[config.mk]
export PLATFORM = sky130hd
export DESIGN_NAME = aocm_merge
export DESIGN_NICKNAME = d
export VERILOG_FILES = /design/src/design/aocm_pkg.sv /design/src/design/aocm_merge.sv
export SDC_FILE = /design/constraint.sdc
export NUM_CORES = 1
export LEC_CHECK = 0
export BUFFER_PORTS_ARGS = -buffer_cell sky130_fd_sc_hd__buf_2
export CAP_MARGIN = 20
export CORE_ASPECT_RATIO = 0.6
export CORE_UTILIZATION = 31
export DETAILED_ROUTE_END_ITERATION = 12
export PLACE_DENSITY_LB_ADDON = 0.2
export SYNTH_ARGS = -nofsm -noshare
export SYNTH_HDL_FRONTEND = slang
export SYNTH_SLANG_ARGS = --single-unit
[constraint.sdc]
create_clock -name clk -period 5.7 [get_ports clk]
set_input_delay 0.57 -clock clk [delete_from_list [all_inputs] [get_ports clk]]
set_output_delay 0.57 -clock clk [all_outputs]
set_load 0.005 [all_outputs]
[src/design/aocm_pkg.sv]
// aocm_pkg: widths, build constants and the lane control struct for the
// accelerometer offset calibration / magnitude block. No dependencies.
package aocm_pkg;

    // build constants
    localparam int CALIB_COUNT   = 100;
    localparam int AXIS_WIDTH    = 16;
    localparam int FRACTION_BITS = 4;

    // port field widths
    localparam int IN_W  = 16;
    localparam int OUT_W = 21;

    // derived widths
    localparam int CNT_W  = $clog2(CALIB_COUNT + 1);
    localparam int SUM_W  = AXIS_WIDTH + CNT_W;
    localparam int OFF_W  = AXIS_WIDTH + FRACTION_BITS + 1;
    localparam int D_W    = OFF_W + 1;
    localparam int MAG_W  = AXIS_WIDTH + FRACTION_BITS;
    localparam int SQ_W   = 2 * MAG_W;
    localparam int ACC_W  = SQ_W + 2;
    localparam int ROOT_W = ACC_W / 2;
    localparam int DIV_W  = SUM_W + FRACTION_BITS + 1;

    // divide by CALIB_COUNT as a multiply by ceil(2^RECIP_SH / N) and a shift;
    // exact for every dividend below 2^DIV_W
    localparam int RECIP_SH = DIV_W + $clog2(CALIB_COUNT);
    localparam int RECIP_W  = DIV_W + 1;
    localparam int PROD_W   = DIV_W + RECIP_W;
    localparam logic [RECIP_W-1:0] RECIP_M =
        RECIP_W'(((64'd1 << RECIP_SH) + 64'(CALIB_COUNT - 1)) / 64'(CALIB_COUNT));

    localparam logic [OUT_W-1:0] OUT_MAX = '1;

    // per-cycle strobes from the sequencer to the three axis lanes
    typedef struct packed {
        logic sum_en;    // accumulate a calibration sample
        logic diff_en;   // capture scaled sample minus offset
        logic abs_en;    // take magnitude of the difference
        logic mul_en;    // square the magnitude
        logic div_load;  // load rounded dividend from the sum
        logic div_step;  // reciprocal multiply, capture the quotient
        logic ofs_en;    // write the signed offset from the quotient
    } lane_ctrl_t;

endpackage

[src/design/aocm_merge.sv]
// aocm_merge: merging stage - adds the three lane squares and takes the
// floor square root, two operand bits per cycle. Depends on aocm_pkg.
module aocm_merge
    import aocm_pkg::*;
(
    input  logic              clk,
    input  logic              rst_n,
    input  logic              start,
    input  logic [SQ_W-1:0]   sq_x,
    input  logic [SQ_W-1:0]   sq_y,
    input  logic [SQ_W-1:0]   sq_z,
    output logic              busy,
    output logic [ROOT_W-1:0] root
);

    localparam int RW    = ROOT_W + 3;
    localparam int RCNTW = $clog2(ROOT_W);

    logic [ACC_W-1:0]  op_reg, op_sum;
    logic [RW-1:0]     rem_reg, rem_next, tmp, trial;
    logic [ROOT_W-1:0] root_reg, root_next;
    logic [RCNTW-1:0]  cnt_reg;
    logic              busy_reg;
    logic              ge;

    assign op_sum = ACC_W'(sq_x) + ACC_W'(sq_y) + ACC_W'(sq_z);

    assign tmp       = {rem_reg[RW-3:0], op_reg[ACC_W-1 -: 2]};
    assign trial     = {1'b0, root_reg, 2'b01};
    assign ge        = tmp >= trial;
    assign rem_next  = ge ? tmp - trial : tmp;
    assign root_next = {root_reg[ROOT_W-2:0], ge};

    always_ff @(posedge clk or negedge rst_n)
    begin
        if (!rst_n)
        begin
            busy_reg <= 1'b0;
            cnt_reg  <= '0;
        end
        else if (start)
        begin
            busy_reg <= 1'b1;
            cnt_reg  <= RCNTW'(ROOT_W - 1);
        end
        else if (busy_reg)
        begin
            if (cnt_reg == '0)
            begin
                busy_reg <= 1'b0;
            end
            else
            begin
                cnt_reg <= cnt_reg - 1'b1;
            end
        end
    end

    always_ff @(posedge clk)
    begin
        if (start)
        begin
            op_reg   <= op_sum;
            rem_reg  <= '0;
            root_reg <= '0;
        end
        else if (busy_reg)
        begin
            op_reg   <= op_reg << 2;
            rem_reg  <= rem_next;
            root_reg <= root_next;
        end
    end

    assign busy = busy_reg;
    assign root = root_reg;

    a_start_busy: assert property (@(posedge clk) disable iff (!rst_n)
        start |=> busy_reg)
        else $error("root unit not busy after start");

    a_no_restart: assert property (@(posedge clk) disable iff (!rst_n)
        busy_reg |-> !start)
        else $error("root unit restarted while busy");

    a_start_clear: assert property (@(posedge clk) disable iff (!rst_n)
        start |=> (root_reg == '0))
        else $error("root not cleared on start");

endmodule

==> impl_metrics.csv, run 1 <==
group,metric,value,unit
outcome,outcome,"completed",
placed_design,dp.cells,1337,
die,die_h,128,um
logic_synthesis,syn_area_per_cell,9.31,um2
sta,skew,0.0117,ns
setup_path,crit_end,"op_reg[23]",
power,p_leak,0.00426,uW
logic_synthesis,ys_ff_latch,91,
logic_synthesis,synthCells,880,
logic_synthesis,ys_seq_area_share,27.7,%
cts,cts_root_buf,"clkbuf_16",
sta,max_clock_freq,283,MHz
placed_design,port_buffers,144,
placed_design,dp_worst_setup_slack,1.77,ns
setup_path,r2r-start,"root[5]",
cts,htree_levels,3,
sta,setup_viol,0,
detailed_routing,final_antenna_net_count,0,
cts,cts-resized-gates,0,
grt,grt_use_total,15.8,%
sta,setup_ws,2.17,ns
placed_design,gp_congestion,0.827,
sta,fin_tns_setup,0,ns
sta,fin_crit_sh,62.0,%
finish,layout.cells.non_filler,1354,
die,die_area,27100,um2
setup_path,timing.critical_path.from,"sq_x[1]",
cts,clk_pin_slew,0.07,ns
finish,multiInputGateArea,5500,um2
finish,largest_reg_flops,42,
setup_path,critical_path.most_common_cell,"fa_1",
setup_path,critPathTopFamily,"compound AO/OA/AOI/OAI gates",
cts,cts_max_path_buffers,2,
logic_synthesis,synth_edf_count,42,
cts,tritoncts,"done",
flow_run,drv_cap,0,
die,ioPinCount,145,
setup_path,r2r_end,"rem_reg[16]",
cts,cts-buffers-inserted,9,
logic_synthesis,synth_nets,1108,
detailed_routing,firstDrtPassIters,5,
detailed_routing,post_drt_wl_per_cell,15.6,um
sta,finalMaxSlewViolations,0,
setup_path,cp_slowest_cell,"fa_1",
detailed_routing,route.vias.total,6771,
finish,n_antenna_cell,0,
sta,timing.final.crit_period,3.53,ns
finish,syn_to_final_growth,16.1,%
logic_synthesis,yosysWarningCount,0,
setup_path,arrival,3.63,ns
logic_synthesis,netlist-cell-type-count,81,
logic_synthesis,synth_async_sr_flop_share,6.59,%
setup_path,r2r_cells,9,
grt,grt_pass1_vias,6358,
grt,grt_max_degree,64,
sta,hold_violations,0,
grt,gr-total-overflow,0,
logic_synthesis,ys.flop_type,"dfxtp_1",
finish,fillers,2640,
setup_path,cp_num_buf_inv,1,
finish,seqCellArea,2270,um2
setup_path,worstSetupStartpointType,"input port",
cts,post_cts_buffers,0,
cts,insertion_delay,0.35,ns
sta,tightest_slew,0.936,ns
power,power_density,410,nW/um2
sta,maxSlewHeadroom,37.4,%
detailed_routing,drt_iter0_markers,485,
detailed_routing,drt-total-wl,21.1,mm
grt,grt_pass1_wl,33.8,mm
worst_hold_path,hold_path_class,"in2async",
cts,cts_hold_buf,0,
grt,antenna_found_initial,1,
finish,nets,1225,
cts,cts_sinks,91,
sta,rsz0062_at_grt,"no",
logic_synthesis,syn_area,8190,um2
setup_path,worst-setup-path-type,"in2reg",
finish,layout-drive-gt1-share,21.5,%
setup_path,cp_max_fo,5,
setup_path,critPathRequiredTime,5.79,ns
finish,final_cell_mix,"143 x buf_2, 80 x a21oi_1, 79 x nor2_1",
detailed_routing,drc,0,
detailed_routing,via_per_inst,5.00,
setup_path,cp-end-kind,"flip-flop",
setup_path,slowest_delay,0.48,ns
power,vdd_drop_max,0.206,mV
die,row_count,45,
die,start_util,32.0,%
setup_path,worstSetupPathDepth,12,
placed_design,dp_hpwl,16.4,mm
setup_path,worstPathCellList,"buf_2, fa_1, ha_1, fa_1, a21o_1, a221oi_2, o21ai_2, a31oi_1, o21a_1, o41ai_1, xor2_1, mux2_2",
finish,final_common_cell,"buf_2",
die,design.core.area,25600,um2
setup_path,reg2reg_slack,2.52,ns
die,die-width,212,um
==> metrics by stage <==
stage                     total power (uW)  hold WS [ns]  util (%)  instance area (um2)
after floorplan                       2740         0.274         -                 8190
after detailed placement              3190         0.403      35.7                 9140
after global placement                3190         0.405      35.7                 9140
after global routing                  4220        0.0402      37.1                 9510
final                                 3900        0.0401      37.1                 9510
after CTS                             3910        0.0358      37.1                 9490
==> synthesized netlist by cell type (all sizes together) (8+ instances only) <==
cell type / number / share of area [%]
a211oi: 20 / 1.9
a21o: 29 / 2.7
a21oi: 82 / 5.1
and2: 8 / 0.61
and3: 14 / 1.1
buf: 11 / 0.87
clkbuf: 30 / 2.0
dfxtp: 43 / 11
edfxtp: 42 / 15
fa: 41 / 10
ha: 64 / 9.8
inv: 49 / 2.2
mux2: 28 / 3.9
mux2i: 26 / 3.2
nand2: 56 / 2.6
nand2b: 10 / 0.76
nand3: 20 / 1.4
nand4: 13 / 0.99
nor2: 80 / 3.7
nor3: 13 / 0.92
o21ai: 40 / 2.7
o21bai: 9 / 0.87
xnor2: 32 / 3.4
xor2: 17 / 1.8
==> logic make-up (layout without fill, tap and decap cells) <==
family / Yosys count / after routing / synth area share, %
AO/OA/AOI/OAI: 252 / 252 / 21.1
XOR/XNOR: 49 / 49 / 5.24
adder cells (fa/ha/maj): 105 / 105 / 19.8
buffers and inverters: 91 / 213 / 5.15
flip-flops: 91 / 91 / 27.7
multiplexers: 54 / 54 / 7.03
AND/OR/NAND/NOR: 238 / 238 / 14.0
==> worst register-to-register path, cell delays in order, from the launching register on <==
cell and delay, ns:
dfxtp_1 0.37, inv_1 0.06, ha_1 0.41, a21oi_2 0.27
o22ai_1 0.16, o31a_1 0.34, o211a_1 0.28, nor2_4 0.72
mux2i_1 0.32, a211oi_1 0.10
==> routing by layer <==
layer	share of wire, %	GRT usage (%)	vias to the layer above
met1	61	27.1	3139
met3	5.6	3.21	10
met2	33	19.0	180
li1	-	-	3440
met4	0.45	2.60	2
met5	0.062	0	-
==> how the worst min path moves through the flow <==
stage / slack, ns / startpoint / end
after floorplan: 0.27 / rst_n / busy
after global placement: 0.40 / rst_n / cnt_reg[4]
after detailed placement: 0.40 / rst_n / cnt_reg[4]
after CTS: 0.04 / rst_n / cnt_reg[4]
after global routing: 0.04 / rst_n / cnt_reg[2]
final: 0.04 / rst_n / cnt_reg[2]
==> final cells by class <==
type                    count  area share [%]
clock buffers              12            3.16
clock inverters             4           0.513
inverters                  50            1.97
multi-input cells         698            57.9
flip-flops and latches     91            23.9
well taps                 352            4.63
repair buffers            147            7.97
==> power breakdown <==
part | internal, uW | total, uW | switching (uW)
registers | 931 | 1040 | 107
clock network | 421 | 692 | 271
logic | 957 | 2160 | 1210
No activity file was read; power rests on OpenSTA's default activity.
==> inputs of run 2 (changes only) <==
ABC_AREA = 1   (was default)
clock period = 3.56 ns   (was 5.7 ns; I/O delays follow)
==> run 2 against run 1 <==
Effect of this change: clock skew down 0.0031 ns; non-clock buffer count up 13; clock-buffer cell count is 1 lower; hold slack improved by 0.19 ns; synthesized area rose by 4.7%; first-iteration DRC count is 63% higher; wire length up 31%; core utilization grew 0.45 points; flip-flop and latch count is the same; highest routed layer is now met4.
==> impl_metrics.csv, run 2 <==
group,metric,value,unit
detailed_routing,firstDrtPassIters,6,
setup_path,cp_max_fo,4,
logic_synthesis,syn_area_per_cell,6.82,um2
setup_path,cp-end-kind,"flip-flop",
setup_path,worstSetupStartpointType,"input port",
flow_run,drv_cap,0,
setup_path,reg2reg_slack,0.97,ns
logic_synthesis,ys_seq_area_share,26.5,%
detailed_routing,final_antenna_net_count,0,
setup_path,r2r_end,"rem_reg[13]",
finish,layout-drive-gt1-share,13.8,%
detailed_routing,post_drt_wl_per_cell,15.5,um
detailed_routing,drt-total-wl,27.6,mm
placed_design,dp_hpwl,22.7,mm
power,swShare,49.7,%
logic_synthesis,synth_common_cells,"415 x nand2_1, 162 x inv_1, 128 x nor2_1",
setup_path,worst-setup-path-type,"in2reg",
sta,rsz0062_at_grt,"no",
cts,cts-buffers-inserted,9,
finish,largest_reg_flops,42,
die,row_count,46,
die,start_util,32.0,%
cts,cts_root_buf,"clkbuf_16",
logic_synthesis,yosysWarningCount,0,
worst_hold_path,worst_hold_startpoint,"start",
cts,post_cts_buffers,0,
die,die_area,28400,um2
sta,tightest_slew,0.960,ns
logic_synthesis,synth_edf_count,42,
detailed_routing,via_per_inst,4.89,
logic_synthesis,netlist-cell-type-count,37,
logic_synthesis,synth_nets,1486,
worst_hold_path,min_to,"rem_reg[10]",
placed_design,port_buffers,144,
power,power.internal,3340,uW
die,ioPinCount,145,
cts,cts_sinks,91,
sta,hold_violations,0,
grt,grt_pass1_wl,43.3,mm
finish,final_cell_mix,"415 x nand2_1, 160 x inv_1, 144 x buf_2",
setup_path,cp_slowest_cell,"fa_1",
logic_synthesis,ys_ff_latch,91,
placed_design,gp_congestion,0.914,
finish,final_common_cell,"nand2_1",
cts,htree_levels,3,
grt,grt_max_degree,53,
cts,clk_pin_slew,0.07,ns
power,vdd_drop_max,0.312,mV
setup_path,critPathTopFamily,"adder cells",
power,p_sw,3290,uW
sta,setup_viol,0,
setup_path,r2r-start,"root[17]",
die,die_h,131,um
finish,fillers,2948,
sta,finalMaxSlewViolations,0,
power,power_density,659,nW/um2
sta,maxSlewHeadroom,35.9,%
setup_path,slowest_delay,0.48,ns
sta,fin_tns_setup,0,ns
setup_path,critPathRequiredTime,3.64,ns
power,combPwrFrac,61.7,%
sta,skew,0.00855,ns
cts,cts_max_path_buffers,2,
logic_synthesis,netlist_top_cells_area,"nand2_1 18%, edfxtp_1 15%, dfxtp_1 10%, fa_1 9.6%, ha_1 9.3%",
logic_synthesis,synth_async_sr_flop_share,6.59,%
die,design.core.area,26800,um2
worst_hold_path,holdPathStages,2,
finish,n_antenna_cell,0,
die,die-width,217,um
power,p_leak,0.00502,uW
cts,insertion_delay,0.35,ns
outcome,outcome,"completed",
sta,fin_crit_sh,82.5,%
logic_synthesis,ys.flop_type,"dfxtp_1",
logic_synthesis,syn_area,8570,um2
detailed_routing,route.vias.total,8672,
finish,design_area,10100,um2
detailed_routing,drc,0,
placed_design,placed_area,9760,um2
worst_hold_path,hold_path_class,"in2reg",
grt,grt_pass1_vias,7836,
grt,gr-total-overflow,0,
grt,antenna_found_initial,0,
setup_path,arrival,3.01,ns
setup_path,worstPathCellList,"buf_2, fa_1, ha_1, fa_1, nand3_1, nand3_1, nand2_1, nand2_1, nand2_1, nand3_1, xnor2_1, o21ai_0",
setup_path,r2r_cells,13,
sta,max_clock_freq,341,MHz
finish,nets,1636,
logic_synthesis,yosys.cell_count.top_type,"nand2_1",
finish,syn_to_final_growth,17.3,%
setup_path,cp_num_buf_inv,1,
logic_synthesis,synth.largest_area_cell,"nand2_1",
power,seqPwrFrac,23.6,%
logic_synthesis,yosys.area.top_type_share,18.2,%
power,pwr-share-clk,14.7,%
grt,grt_use_total,19.8,%
logic_synthesis,synthCells,1258,
sta,timing.final.crit_period,2.94,ns
cts,tritoncts,"done",
detailed_routing,drt_iter0_markers,791,
-- run 2: cell count changes in the layout (fill, tap and decap cells not counted), sizes merged, moves of 26 or more --
cell   before  now
a21o       29    2
inv        52  163
mux2       28    0
mux2i      26    0
nand2      56  421
nand3      20   83
nor2       80  132
o21ai      40   73
-- run 2: power groups by stage --
stage / registers [uW] / logic (uW) / clock network [uW]
after floorplan: 1530 / 2950 / 0
after global placement: 1570 / 3980 / 0
after detailed placement: 1580 / 3980 / 0
after CTS: 1560 / 4000 / 1010
after global routing: 1590 / 4580 / 1040
final: 1560 / 4090 / 973
-- run 2: how the worst max path moves through the flow --
stage / from / end / slack, ns / cells past startpoint
5_1_grt: sq_x[1] / op_reg[23] / 0.43 / 12
6_report: sq_x[1] / op_reg[23] / 0.62 / 12
4_1_cts: sq_x[1] / op_reg[23] / 0.67 / 12
2_1_floorplan: sq_x[1] / op_reg[19] / 0.80 / 14
3_3_place_gp: sq_x[1] / op_reg[23] / 0.28 / 12
3_5_place_dp: sq_x[1] / op_reg[23] / 0.31 / 12
-- run 2: worst reg2reg max path: cells and delay by family, from the launching register on --
kind / cells / cell delay, ns
simple gates: 8 / 1.32
compound gates: 1 / 0.30
fa+ha+maj: 1 / 0.40
flops: 1 / 0.33
buf+inv: 3 / 0.20
-- run 2: logic make-up after synthesis --
kind of cell	after synthesis	synth area share [%]
xor gates and xnor gates	28	2.86
adders and majority gates	105	18.9
DFF	91	26.5
AOI/OAI and AO/OA	182	11.3
buffers and inverters	183	8.29
and+or+nand+nor	669	32.1
-- run 2: per-stage QoR --
step / hold WS [ns] / power, uW / setup WS [ns] / util (%) / std cells
6_report: 0.234 / 6630 / 0.623 / 37.6 / 1773
5_1_grt: 0.224 / 7210 / 0.435 / 37.6 / 1773
4_1_cts: 0.223 / 6570 / 0.673 / 37.6 / 1773
3_5_place_dp: 0.194 / 5560 / 0.314 / 36.5 / 1756
3_3_place_gp: 0.193 / 5550 / 0.277 / 36.5 / 1756
2_1_floorplan: 0.0604 / 4480 / 0.796 / - / 1258
-- run 2: layout make-up --
class | instances | area [um2] | area share [%]
clock buffers | 11 | 254 | 2.53
clock inverters | 5 | 36.3 | 0.361
inverters | 162 | 608 | 6.05
multi-input cells | 984 | 5590 | 55.6
flip-flops and latches | 91 | 2270 | 22.6
well taps | 360 | 450 | 4.48
repair buffers | 160 | 843 | 8.39
-- run 2: metal layers --
metal  routed length [um]  vias up  global-route usage (%)
met3                 2800       11                    4.17
met1                15600     3904                    33.8
met2                 9000      391                    23.9
met5                    0        -                       0
met4                  178        0                    3.02
li1                     -     4366                       -
-- run 2: what timing repair did --
item / in CTS / in global routing
endpoints found under the hold margin: 6 / 0
resized for setup: 0 / 0
hold buffers: 1 / 0
setup endpoints to repair: 0 / 0
